$ cat src/sv/mbpt_pkg.sv
// shared types and message codes for the bank and program tracker
package mbpt_pkg;

    localparam logic [3:0] MT_MIDI1 = 4'h2;
    localparam logic [3:0] MT_MIDI2 = 4'h4;
    localparam logic [3:0] ST_CC    = 4'hB;
    localparam logic [3:0] ST_PC    = 4'hC;

    localparam logic [6:0] CTL_BANK_MSB = 7'd0;
    localparam logic [6:0] CTL_BANK_LSB = 7'd32;

    typedef struct packed {
        logic [6:0] pending_high;
        logic [6:0] pending_low;
        logic [6:0] held_bank_high;
        logic [6:0] held_bank_low;
        logic [6:0] held_program;
        logic       seen;
    } track_state_t;

    typedef struct packed {
        logic       selection_changed;
        logic [6:0] bank_high;
        logic [6:0] bank_low;
        logic [6:0] program_number;
        logic       program_valid;
    } track_result_t;

endpackage

$ cat src/sv/midi_bank_program_tracker.sv
// top level of the bank select and program change tracker
// One Universal MIDI Packet (two words) in per transfer, one result out per packet.
// Packets go through an input register and a result register, with the tracker
// state updated as a packet moves into the result register, so a new packet is
// taken every cycle while the result side does not stall. Bank MSB/LSB control
// changes on MIDI 1.0 and MIDI 2.0 channel voice packets are held as pending; a
// program change forms the selection, flags whether it is the first or differs
// from the held one, and every result carries the held selection and whether
// any program change has been seen.
module midi_bank_program_tracker
    import mbpt_pkg::*;
(
    input  logic        clk,
    input  logic        rst_n,
    input  logic        packet_valid,
    output logic        packet_stall,
    input  logic [31:0] first_word,
    input  logic [31:0] second_word,
    output logic        result_valid,
    input  logic        result_stall,
    output logic        selection_changed,
    output logic [6:0]  bank_high,
    output logic [6:0]  bank_low,
    output logic [6:0]  program_number,
    output logic        program_valid
);

    logic          pkt_valid_reg;
    logic [31:0]   word0_reg;
    logic [31:0]   word1_reg;
    logic          res_valid_reg;
    track_result_t res_reg;
    track_state_t  state_reg;
    track_state_t  state_next;
    track_result_t res_next;
    logic          res_open;
    logic          advance;
    logic          take_packet;

    mbpt_update u_update
    (
        .first_word  (word0_reg),
        .second_word (word1_reg),
        .cur_state   (state_reg),
        .nxt_state   (state_next),
        .result      (res_next)
    );

    assign res_open     = !res_valid_reg || !result_stall;
    assign advance      = pkt_valid_reg && res_open;
    assign packet_stall = pkt_valid_reg && !res_open;
    assign take_packet  = packet_valid && !packet_stall;

    always_ff @(posedge clk or negedge rst_n)
    begin
        if (!rst_n)
        begin
            pkt_valid_reg <= 1'b0;
            res_valid_reg <= 1'b0;
            state_reg     <= '0;
        end
        else
        begin
            if (take_packet)
            begin
                pkt_valid_reg <= 1'b1;
            end
            else if (advance)
            begin
                pkt_valid_reg <= 1'b0;
            end
            if (advance)
            begin
                res_valid_reg <= 1'b1;
                state_reg     <= state_next;
            end
            else if (!result_stall)
            begin
                res_valid_reg <= 1'b0;
            end
        end
    end

    // payload registers
    always_ff @(posedge clk)
    begin
        if (take_packet)
        begin
            word0_reg <= first_word;
            word1_reg <= second_word;
        end
        if (advance)
        begin
            res_reg <= res_next;
        end
    end

    assign result_valid      = res_valid_reg;
    assign selection_changed = res_reg.selection_changed;
    assign bank_high         = res_reg.bank_high;
    assign bank_low          = res_reg.bank_low;
    assign program_number    = res_reg.program_number;
    assign program_valid     = res_reg.program_valid;

    a_changed_needs_seen: assert property (@(posedge clk) disable iff (!rst_n)
        result_valid && selection_changed |-> program_valid)
        else $error("change flagged without a program change");

    a_zero_before_seen: assert property (@(posedge clk) disable iff (!rst_n)
        result_valid && !program_valid |->
            (bank_high == 7'd0) && (bank_low == 7'd0) && (program_number == 7'd0))
        else $error("held selection nonzero before first program change");

    a_seen_sticky: assert property (@(posedge clk) disable iff (!rst_n)
        !$fell(state_reg.seen))
        else $error("seen flag cleared");

    a_stall_only_full: assert property (@(posedge clk) disable iff (!rst_n)
        packet_stall |-> pkt_valid_reg && res_valid_reg && result_stall)
        else $error("packet stalled while pipeline can move");

    a_state_only_on_advance: assert property (@(posedge clk) disable iff (!rst_n)
        !advance |=> $stable(state_reg))
        else $error("tracker state changed without a packet");

endmodule

$ cat src/sv/mbpt_update.sv
// packet decode and next tracker state for one packet
module mbpt_update
    import mbpt_pkg::*;
(
    input  logic [31:0]   first_word,
    input  logic [31:0]   second_word,
    input  track_state_t  cur_state,
    output track_state_t  nxt_state,
    output track_result_t result
);

    logic [3:0] msg_type;
    logic [3:0] status;
    logic [6:0] ctl;
    logic [6:0] cc_value;
    logic       is_midi2;
    logic       is_voice;
    logic [6:0] new_high;
    logic [6:0] new_low;
    logic [6:0] new_program;
    logic       changed;

    assign msg_type = first_word[31:28];
    assign status   = first_word[23:20];
    assign ctl      = first_word[14:8];
    assign is_midi2 = (msg_type == MT_MIDI2);
    assign is_voice = (msg_type == MT_MIDI1) || is_midi2;
    assign cc_value = is_midi2 ? second_word[31:25] : first_word[6:0];

    always_comb
    begin
        nxt_state   = cur_state;
        changed     = 1'b0;
        new_high    = cur_state.pending_high;
        new_low     = cur_state.pending_low;
        new_program = first_word[14:8];
        if (is_midi2)
        begin
            new_program = second_word[30:24];
            if (first_word[0])
            begin
                new_high = second_word[14:8];
                new_low  = second_word[6:0];
            end
        end
        if (is_voice)
        begin
            case (status)
                ST_CC:
                begin
                    if (ctl == CTL_BANK_MSB)
                    begin
                        nxt_state.pending_high = cc_value;
                    end
                    else if (ctl == CTL_BANK_LSB)
                    begin
                        nxt_state.pending_low = cc_value;
                    end
                end
                ST_PC:
                begin
                    changed = !cur_state.seen
                           || (new_high != cur_state.held_bank_high)
                           || (new_low != cur_state.held_bank_low)
                           || (new_program != cur_state.held_program);
                    nxt_state.pending_high   = new_high;
                    nxt_state.pending_low    = new_low;
                    nxt_state.held_bank_high = new_high;
                    nxt_state.held_bank_low  = new_low;
                    nxt_state.held_program   = new_program;
                    nxt_state.seen           = 1'b1;
                end
                default:
                begin
                    nxt_state = cur_state;
                end
            endcase
        end
    end

    assign result.selection_changed = changed;
    assign result.bank_high         = nxt_state.held_bank_high;
    assign result.bank_low          = nxt_state.held_bank_low;
    assign result.program_number    = nxt_state.held_program;
    assign result.program_valid     = nxt_state.seen;

endmodule

$ cat config.mk
export PLATFORM = sky130hd
export DESIGN_NAME = midi_bank_program_tracker
export DESIGN_NICKNAME = d
export VERILOG_FILES = /design/src/sv/mbpt_pkg.sv /design/src/sv/midi_bank_program_tracker.sv /design/src/sv/mbpt_update.sv
export SDC_FILE = /design/constraint.sdc
export NUM_CORES = 1
export LEC_CHECK = 0
export BUFFER_PORTS_ARGS = -buffer_cell sky130_fd_sc_hd__buf_2
export CORE_MARGIN = 5
export CORE_UTILIZATION = 47
export CTS_CLUSTER_DIAMETER = 80
export DETAILED_ROUTE_END_ITERATION = 6
export GPL_TIMING_DRIVEN = 0
export PLACE_DENSITY = 0.8
export SYNTH_ARGS = -nofsm -noshare
export SYNTH_HDL_FRONTEND = slang
export SYNTH_SLANG_ARGS = --single-unit
$ cat constraint.sdc
create_clock -name clk -period 4.1 [get_ports clk]
set_input_delay 0.205 -clock clk [delete_from_list [all_inputs] [get_ports clk]]
set_output_delay 0.205 -clock clk [all_outputs]
set_load 0.005 [all_outputs]
==> results_dict.tcl, run 1 <==
set metrics [dict create \
    status "finished, final reports clean" \
    largest_register_ffs 36 \
    hold_depth 1 \
    critPathMaxStageDelay_ns 0.59 \
    hold_path_class "in -> reg" \
    setup_violations 0 \
    grt_pass1_vias 3410 \
    fillers 806 \
    cts.clk_slew.worst_paths_ns 0.10 \
    drive_gt1_frac 0.195 \
    reg2reg_slack_ns 1.29 \
    finalCritPeriodShare 0.686 \
    max_cap_viol_count 0 \
    syn2layout_area_growth_pct 22.0 \
    die_y_um 109 \
    syn_inst 396 \
    antenna_found_initial 0 \
    synth_area_leaders "edfxtp_1, dfrtp_1, o21ai_0, nand2_1, a21oi_1" \
    initial_core_util 0.477 \
    drtIter0Drc 247 \
    cp.buffers_inverters 1 \
    drtAntennaViolNets 0 \
    power.density_nw_per_um2 392 \
    required_ns 4.20 \
    yosysMostFrequentCell "edfxtp_1" \
    crit_type "reg -> reg" \
    drt_pass1_iterations 5 \
    syn_area_um2 4590 \
    clk_path_buf_depth 2 \
    stdcell_count 645 \
    cts_tree "done" \
    synth-async-reset-ratio 0.362 \
    num_rows 36 \
    cp_cell_sequence "nor4b_4 > nand2_1 > buf_2 > mux2i_1 > xnor2_1 > nor4_1 > a31oi_1" \
    drcViolationCount 0 \
    vias 3547 \
    path_max_fanout 10 \
    routedWlPerCell_um 16.1 \
    rsz0062_at_grt "no" \
    io_buffers 72 \
    clock_latency_ns 0.37 \
    reg2reg_depth 7 \
    diodes 0 \
    tns_ns 0 \
    clock-sinks 105 \
    crit-reg2reg-launch "word0_reg[29]" \
    setup_slack_ns 1.29 \
    dieArea_um2 11900 \
    synth_top_area_share 0.438 \
    crit_arrival_ns 2.91 \
    synth_fp_nets 464 \
    ys_top_cells_by_count "edfxtp_1, nand2_1, o21ai_0" \
    hold_viol 0 \
    endpoint_kind "flip-flop" \
    final_max_slew_viol_count 0 \
    yosysUniqueCellTypes 40 \
    grt_use_total 0.183 \
    whs_endpoint "word1_reg[6]" \
    htree_levels 3 \
    yosysSeqAreaShare 0.645 \
    place_area_um2 5140 \
    p_leak_nw 2.28 \
    synth_top_area_cell "edfxtp_1" \
    worstMarginPinSlew_ns 0.959 \
    fin_skew_ns 0.00603 \
    dp_hpwl_um 7550 \
    place.gp.congestion 0.921 \
    pre_cts_slack_ns 1.39 \
    crit_family "simple AND/OR/NAND/NOR gates" \
    pin_count 93 \
    min_from "second_word[6]" \
    coreArea_um2 9640 \
    root_buffer "clkbuf_8" \
    fin_area_um2 5610 \
    cts_made_buffers 9 \
    grt_pass1_wl_um 16800 \
    slew_headroom 0.361 \
    grt_max_degree 45 \
    vias_per_cell 5.50 \
    placed_cells 602 \
    synth_edf_count 67 \
    syn_area_per_cell_um2 11.6 \
    overflow 0 \
    max_freq_mhz 355 \
    crit_slowest_cell "nor4b_4" \
    rr_endpoint "selection_changed" \
    cts_setup_buffers 0 \
    yosys_most_used_dff "edfxtp_1" \
    crit_path_start_kind "flip-flop" \
    ys_ff_latch 105 \
    fin_nets 575 \
    yosysWarnings 0 \
    min_period_ns 2.81 \
    die_w_um 109 \
    wl_um 10400 \
    vdd_drop_max_v 0.000235 \
]
==> placed cells by master (no fill, tap or decap), types with 3 or more instances in the layout <==
master / n
buf_2: 73
edfxtp_1: 67
nand2_1: 61
o21ai_0: 52
dfrtp_1: 38
dlygate4sd3_1: 27
a21oi_1: 25
nor2_1: 19
nand3_1: 15
inv_1: 15
clkbuf_1: 12
mux2i_1: 11
xnor2_1: 11
clkbuf_8: 9
o22ai_1: 8
and3_1: 5
and2_1: 4
a21o_1: 4
a21boi_0: 3
nand2b_1: 3
nor4_1: 3
nand4b_1: 3
nand4_1: 3
a221oi_1: 3
a31oi_1: 3
==> metrics by stage <==
| step | hold WS (ns) | utilization | power (mW) |
|---|---|---|---|
| floorplan | -0.0906 | - | 1.45 |
| global placement | 0.356 | 0.531 | 1.55 |
| detailed placement | 0.375 | 0.533 | 1.56 |
| CTS | 0.000197 | 0.570 | 2.20 |
| global route | 0.0000797 | 0.582 | 2.29 |
| finish | 0.00792 | 0.582 | 2.19 |
==> final cells by class <==
| type | instances | area, µm² | area share |
|---|---|---|---|
| Tap cell | 133 | 166 | 0.0297 |
| Inverter | 15 | 56.3 | 0.0100 |
| Multi-Input combinational cell | 261 | 1510 | 0.269 |
| Buffer | 15 | 72.6 | 0.0129 |
| Timing Repair Buffer | 100 | 646 | 0.115 |
| Clock buffer | 9 | 124 | 0.0221 |
| Sequential cell | 105 | 2960 | 0.529 |
| Clock inverter | 7 | 70.1 | 0.0125 |
==> metal layers <==
layer	track usage	part of all wire
met1	0.246	0.42
met4	0.0766	0.028
met3	0.0409	0.073
met5	0	0
met2	0.288	0.47
==> power by group <==
part / internal [mW] / leakage (nW) / switching (mW)
logic: 0.128 / 1.03 / 0.150
clock network: 0.281 / 0.0909 / 0.349
registers: 1.23 / 1.15 / 0.0590
==> how the worst max path moves through the flow <==
stage                        endpoint  slack [ns]  cells after the start          start
finish              selection_changed        1.29                      7  word0_reg[29]
global route        selection_changed        1.08                      7  word0_reg[29]
CTS                 selection_changed        1.30                      7  word0_reg[29]
detailed placement  selection_changed        1.39                      7  word0_reg[29]
global placement        state_reg[29]       -0.50                      5   result_valid
floorplan               state_reg[22]        0.64                      5   result_valid
==> logic make-up (layout without fill, tap and decap cells) <==
logic type | Yosys count | in the layout | synth area share
buf+inv | 30 | 146 | 0.0280
simple gates | 125 | 125 | 0.130
flops | 105 | 105 | 0.645
xor+xnor | 12 | 12 | 0.0229
mux | 13 | 13 | 0.0319
compound gates | 111 | 111 | 0.142
==> timing repair <==
| item | 4_1_cts | 5_1_grt |
|---|---|---|
| resized for setup | 0 | 0 |
| setup endpoints to repair | 0 | 0 |
| hold buffers | 16 | 11 |
| hold endpoints to repair | 53 | 11 |
(Power assumes the default switching activity.)
==> run 2: changes to the inputs <==
--- a/config.mk
+++ b/config.mk
@@ -5,13 +5,14 @@
 export SDC_FILE = /design/constraint.sdc
 export NUM_CORES = 1
 export LEC_CHECK = 0
+export ABC_AREA = 1
 export BUFFER_PORTS_ARGS = -buffer_cell sky130_fd_sc_hd__buf_2
 export CORE_MARGIN = 5
 export CORE_UTILIZATION = 47
 export CTS_CLUSTER_DIAMETER = 80
 export DETAILED_ROUTE_END_ITERATION = 6
 export GPL_TIMING_DRIVEN = 0
-export PLACE_DENSITY = 0.8
+export PLACE_DENSITY = 0.82
 export SYNTH_ARGS = -nofsm -noshare
 export SYNTH_HDL_FRONTEND = slang
 export SYNTH_SLANG_ARGS = --single-unit
==> constraint.sdc (replaced) <==
create_clock -name clk -period 2.48 [get_ports clk]
set_input_delay 0.124 -clock clk [delete_from_list [all_inputs] [get_ports clk]]
set_output_delay 0.124 -clock clk [all_outputs]
set_load 0.005 [all_outputs]
==> results_dict.tcl, run 2 <==
set metrics [dict create \
    status "finished, final reports clean" \
    grt_use_total 0.201 \
    critPathLaunch "result_stall" \
    yosys_most_used_dff "edfxtp_1" \
    grt_pass1_vias 4058 \
    crit_arrival_ns 2.46 \
    cts_tree "done" \
    p_sw_frac 0.294 \
    die_w_um 114 \
    max_freq_mhz 453 \
    use_met1 0.272 \
    max_cap_viol_count 0 \
    routedWlPerCell_um 14.7 \
    endpoint_kind "flip-flop" \
    wl_um 12500 \
    fin_skew_ns 0.00997 \
    syn_inst 580 \
    rr_endpoint "state_reg[13]" \
    p_leak_nw 3.03 \
    clk_path_buf_depth 2 \
    syn2layout_area_growth_pct 23.4 \
    globalRouteMet2Util 0.325 \
    synth_edf_count 67 \
    crit_path_start_kind "input port" \
    final_max_slew_viol_count 0 \
    dieArea_um2 13000 \
    coreArea_um2 10700 \
    place.gp.congestion 0.994 \
    worstMarginPinSlew_ns 0.895 \
    yosysUniqueCellTypes 28 \
    reg2reg_depth 9 \
    ys_top_cells_by_count "nand2_1, edfxtp_1, o21ai_0" \
    stdcell_count 855 \
    grt_busiest_layer "met2" \
    htree_levels 3 \
    yosysSeqAreaShare 0.581 \
    overflow 0 \
    diodes 0 \
    grt_max_degree 45 \
    synth_fp_nets 648 \
    drtIter0Drc 412 \
    rsz0062_at_grt "no" \
    num_rows 38 \
    final_cell_mix "nand2_1, buf_2, edfxtp_1, o21ai_0, inv_1" \
    p_seq_frac 0.548 \
    power.density_nw_per_um2 637 \
    min_period_ns 2.21 \
    clock_latency_ns 0.37 \
    utilization 0.586 \
    globalRouteMet3Util 0.0418 \
    drcViolationCount 0 \
    ys_ff_latch 105 \
    cts.clk_slew.worst_paths_ns 0.10 \
    initial_core_util 0.475 \
    setup_violations 0 \
    largest_register_ffs 36 \
    cts_setup_buffers 0 \
    pin_count 93 \
    vias_per_cell 4.99 \
    vdd_drop_max_v 0.000363 \
    drt_pass1_iterations 5 \
    pwr-share-clk 0.245 \
    yosysMostFrequentCell "nand2_1" \
    yosysWarnings 0 \
    synth_area_leaders "edfxtp_1, dfrtp_1, nand2_1, o21ai_0, inv_1" \
    syn_area_um2 5100 \
    placed_cells 792 \
    antenna_found_initial 0 \
    hold_path_class "in -> async" \
    syn_area_per_cell_um2 8.80 \
    drtAntennaViolNets 0 \
    final_common_cell "nand2_1" \
    synth_top_area_share 0.394 \
    fin_nets 778 \
    finalCritPeriodShare 0.891 \
    root_buffer "clkbuf_8" \
    clock-sinks 105 \
    die_y_um 114 \
    io_buffers 72 \
    synth_top_area_cell "edfxtp_1" \
    power.switching_mw 1.18 \
    path_max_fanout 25 \
    crit-reg2reg-launch "result_valid" \
    reg2reg_slack_ns 0.29 \
    internal_power_mw 2.83 \
    crit_type "in -> reg" \
    synth-async-reset-ratio 0.362 \
    grt_pass1_wl_um 20200 \
    drive_gt1_frac 0.182 \
    required_ns 2.73 \
    vias 4270 \
    hold_viol 0 \
    cts_made_buffers 9 \
    slew_headroom 0.403 \
    pwr-share-comb 0.207 \
    dp_hpwl_um 8760 \
]
-- run 2: area by class of cell --
type                    count  area, µm²
inverters                  67        251
clock buffers              11        153
plain buffers              21        146
multi-input cells         387       1750
repair buffers            119        831
flip-flops and latches    105       2960
clock inverters             5       28.8
fillers                   968       4450
well taps                 140        175
-- run 2: what timing repair did --
action / in CTS / in global routing
hold buffers: 47 / 0
endpoints found under the setup margin: 35 / 0
hold endpoints to repair: 84 / 0
gates resized for setup: 1 / 0
-- run 2: per-layer routing --
layer	up-vias	share of wire
met5	-	0
met4	0	0.020
met3	20	0.076
met2	176	0.47
met1	1940	0.43
li1	2134	-
-- run 2: how the worst max path moves through the flow --
stage                                to  slack (ns)
after floorplan           state_reg[14]        0.34
after global placement    state_reg[14]       -0.11
after detailed placement  state_reg[13]       -0.17
after CTS                 state_reg[13]        0.27
after global routing      state_reg[13]        0.07
final                     state_reg[13]        0.27
-- run 2: stage by stage --
step | TNS, ns | total power, mW | hold WS [ns] | setup WS, ns | cell area, µm²
after floorplan | 0 | 2.74 | -0.172 | 0.343 | 5110
after global placement | -1.38 | 2.97 | 0.291 | -0.109 | 5640
after detailed placement | -2.86 | 2.99 | 0.293 | -0.166 | 5640
after CTS | 0 | 4.02 | 0.421 | 0.271 | 6300
after global routing | 0 | 4.25 | 0.443 | 0.0746 | 6300
final | 0 | 4.01 | 0.427 | 0.271 | 6300
-- run 2: power by group through the flow --
stage	clock, mW	sequential (mW)	combinational [mW]
after detailed placement	0	2.23	0.763
after global placement	0	2.23	0.742
final	0.982	2.20	0.832
after global routing	1.08	2.22	0.944
after floorplan	0	2.21	0.532
after CTS	1.01	2.19	0.824
-- run 2: cell families (layout without fill, tap and decap cells) --
logic type / after synthesis / after routing / synth area share
AND/OR/NAND/NOR: 297 / 297 / 0.248
buffers and inverters: 88 / 223 / 0.0780
AO/OA/AOI/OAI: 90 / 90 / 0.0937
flip-flops: 105 / 105 / 0.581
-- run 2: worst max-delay path, cell delays in order --
cell and delay [ns]:
dlygate4sd3_1 0.55, buf_2 0.12, nand2_1 0.09, inv_1 0.08, nor2_4 0.53, inv_1 0.28, nor2_8 0.26, inv_2 0.08
buf_2 0.18, nand2_1 0.07, o21ai_0 0.07
==> run 3: changes to the inputs <==
--- a/config.mk
+++ b/config.mk
@@ -12,7 +12,7 @@
 export CTS_CLUSTER_DIAMETER = 80
 export DETAILED_ROUTE_END_ITERATION = 6
 export GPL_TIMING_DRIVEN = 0
-export PLACE_DENSITY = 0.82
+export PLACE_DENSITY_LB_ADDON = 0.05
 export SYNTH_ARGS = -nofsm -noshare
 export SYNTH_HDL_FRONTEND = slang
 export SYNTH_SLANG_ARGS = --single-unit
==> results_dict.tcl, run 3 (synthesis results as in run 2) <==
set metrics [dict create \
    status "finished, final reports clean" \
    fin_skew_ns 0.0142 \
    path_max_fanout 25 \
    reg2reg_depth 9 \
    io_buffers 72 \
    die_w_um 114 \
    slew_headroom 0.384 \
    crit_family "buffers and inverters" \
    p_seq_frac 0.535 \
    place.gp.congestion 0.940 \
    crit-reg2reg-launch "result_valid" \
    num_rows 38 \
    crit_type "in -> reg" \
    coreArea_um2 10700 \
    max_freq_mhz 453 \
    crit_path_end "state_reg[15]" \
    die_y_um 114 \
    required_ns 2.72 \
    max_cap_viol_count 0 \
    wl_um 12500 \
    grt_pass1_wl_um 20200 \
    cp_cell_sequence "dlygate4sd3_1 > buf_2 > nand2_1 > inv_1 > nor2_4 > inv_1 > nor2_8 > inv_2 > buf_2 > nand2_1 > o21ai_0" \
    setup_violations 0 \
    critPathMaxStageDelay_ns 0.53 \
    hold_path_class "in -> async" \
    worstMarginPinSlew_ns 0.925 \
    crit_arrival_ns 2.45 \
    cts_tree "done" \
    diodes 0 \
    drt_pass1_iterations 5 \
    crit_slowest_cell "dlygate4sd3_1" \
    pin_count 93 \
    utilization 0.587 \
    overflow 0 \
    critPathLaunch "result_stall" \
    syn2layout_area_growth_pct 23.7 \
    crit_path_start_kind "input port" \
    power.switching_mw 1.21 \
    p_sw_frac 0.295 \
    grt_use_total 0.202 \
    placed_cells 792 \
    drive_gt1_frac 0.182 \
    drtAntennaViolNets 0 \
    initial_core_util 0.475 \
    grt_max_degree 45 \
    fin_nets 778 \
    drtIter0Drc 265 \
    vdd_drop_max_v 0.000336 \
    clock_latency_ns 0.37 \
    stdcell_count 855 \
    rr_endpoint "state_reg[15]" \
    endpoint_kind "flip-flop" \
    grt_pass1_vias 3909 \
    cts_made_buffers 9 \
    final_common_cell "nand2_1" \
    dp_hpwl_um 9010 \
    htree_levels 3 \
    min_period_ns 2.21 \
    root_buffer "clkbuf_8" \
    rsz0062_at_grt "no" \
    vias_per_cell 4.91 \
    largest_register_ffs 36 \
    drcViolationCount 0 \
    p_leak_nw 3.04 \
    antenna_found_initial 0 \
    fillers 984 \
    finalCritPeriodShare 0.890 \
    pwr-share-clk 0.262 \
    worstSetupPathDepth 11 \
    cp.buffers_inverters 6 \
    clock-sinks 105 \
    final_max_slew_viol_count 0 \
    routedWlPerCell_um 14.6 \
    reg2reg_slack_ns 0.28 \
    cts.clk_slew.worst_paths_ns 0.10 \
    hold_viol 0 \
    clk_path_buf_depth 2 \
    vias 4196 \
    pwr-share-comb 0.203 \
    dieArea_um2 13000 \
    power.density_nw_per_um2 649 \
    final_cell_mix "nand2_1, buf_2, edfxtp_1, o21ai_0, inv_1" \
    internal_power_mw 2.89 \
]
==> run 3: cell type report <==
cell class,instances,area [µm²],area share
Clock buffer,11,131,0.0208
Timing Repair Buffer,119,831,0.132
Multi-Input combinational cell,387,1750,0.277
Clock inverter,5,63.8,0.0101
Tap cell,140,175,0.0278
Inverter,67,251,0.0398
Buffer,21,146,0.0232
Sequential cell,105,2960,0.469
==> run 3: per-stage QoR <==
step	hold slack [ns]	setup TNS [ns]	power (mW)	worst slack, ns	instance area [µm²]
6_report	0.413	0	4.10	0.274	6310
5_1_grt	0.438	0	4.34	0.0973	6310
4_1_cts	0.433	0	4.12	0.264	6310
3_5_place_dp	0.302	-2.49	3.00	-0.165	5640
3_3_place_gp	0.300	-1.13	2.98	-0.102	5640
2_1_floorplan	-0.172	0	2.74	0.343	5110
==> run 3: routing by layer <==
| metal | GRT usage | share of wire | vias to the layer above |
|---|---|---|---|
| met5 | 0 | 0 | - |
| met4 | 0.0641 | 0.020 | 0 |
| met3 | 0.0402 | 0.067 | 22 |
| met2 | 0.299 | 0.44 | 152 |
| met1 | 0.299 | 0.48 | 1877 |
| li1 | - | - | 2145 |
==> run 3: power groups by stage <==
stage	combinational, mW	sequential (mW)	clock, mW
2_1_floorplan	0.532	2.21	0
3_3_place_gp	0.757	2.23	0
3_5_place_dp	0.772	2.23	0
4_1_cts	0.834	2.19	1.09
5_1_grt	0.956	2.21	1.17
6_report	0.831	2.19	1.07
==> run 3: how the worst min path moves through the flow <==
stage | from | end | slack (ns)
3_3_place_gp | second_word[1] | word1_reg[1] | 0.30
6_report | rst_n | state_reg[28] | 0.41
5_1_grt | first_word[29] | word0_reg[29] | 0.44
2_1_floorplan | rst_n | pkt_valid_reg | -0.17
3_5_place_dp | first_word[0] | word0_reg[0] | 0.30
4_1_cts | first_word[29] | word0_reg[29] | 0.43
==> run 3: timing repair <==
action,4_1_cts,5_1_grt
resized for setup,1,0
hold endpoints to repair,84,0
hold buffers,47,0
setup buffers,0,0
endpoints found under the setup margin,28,0
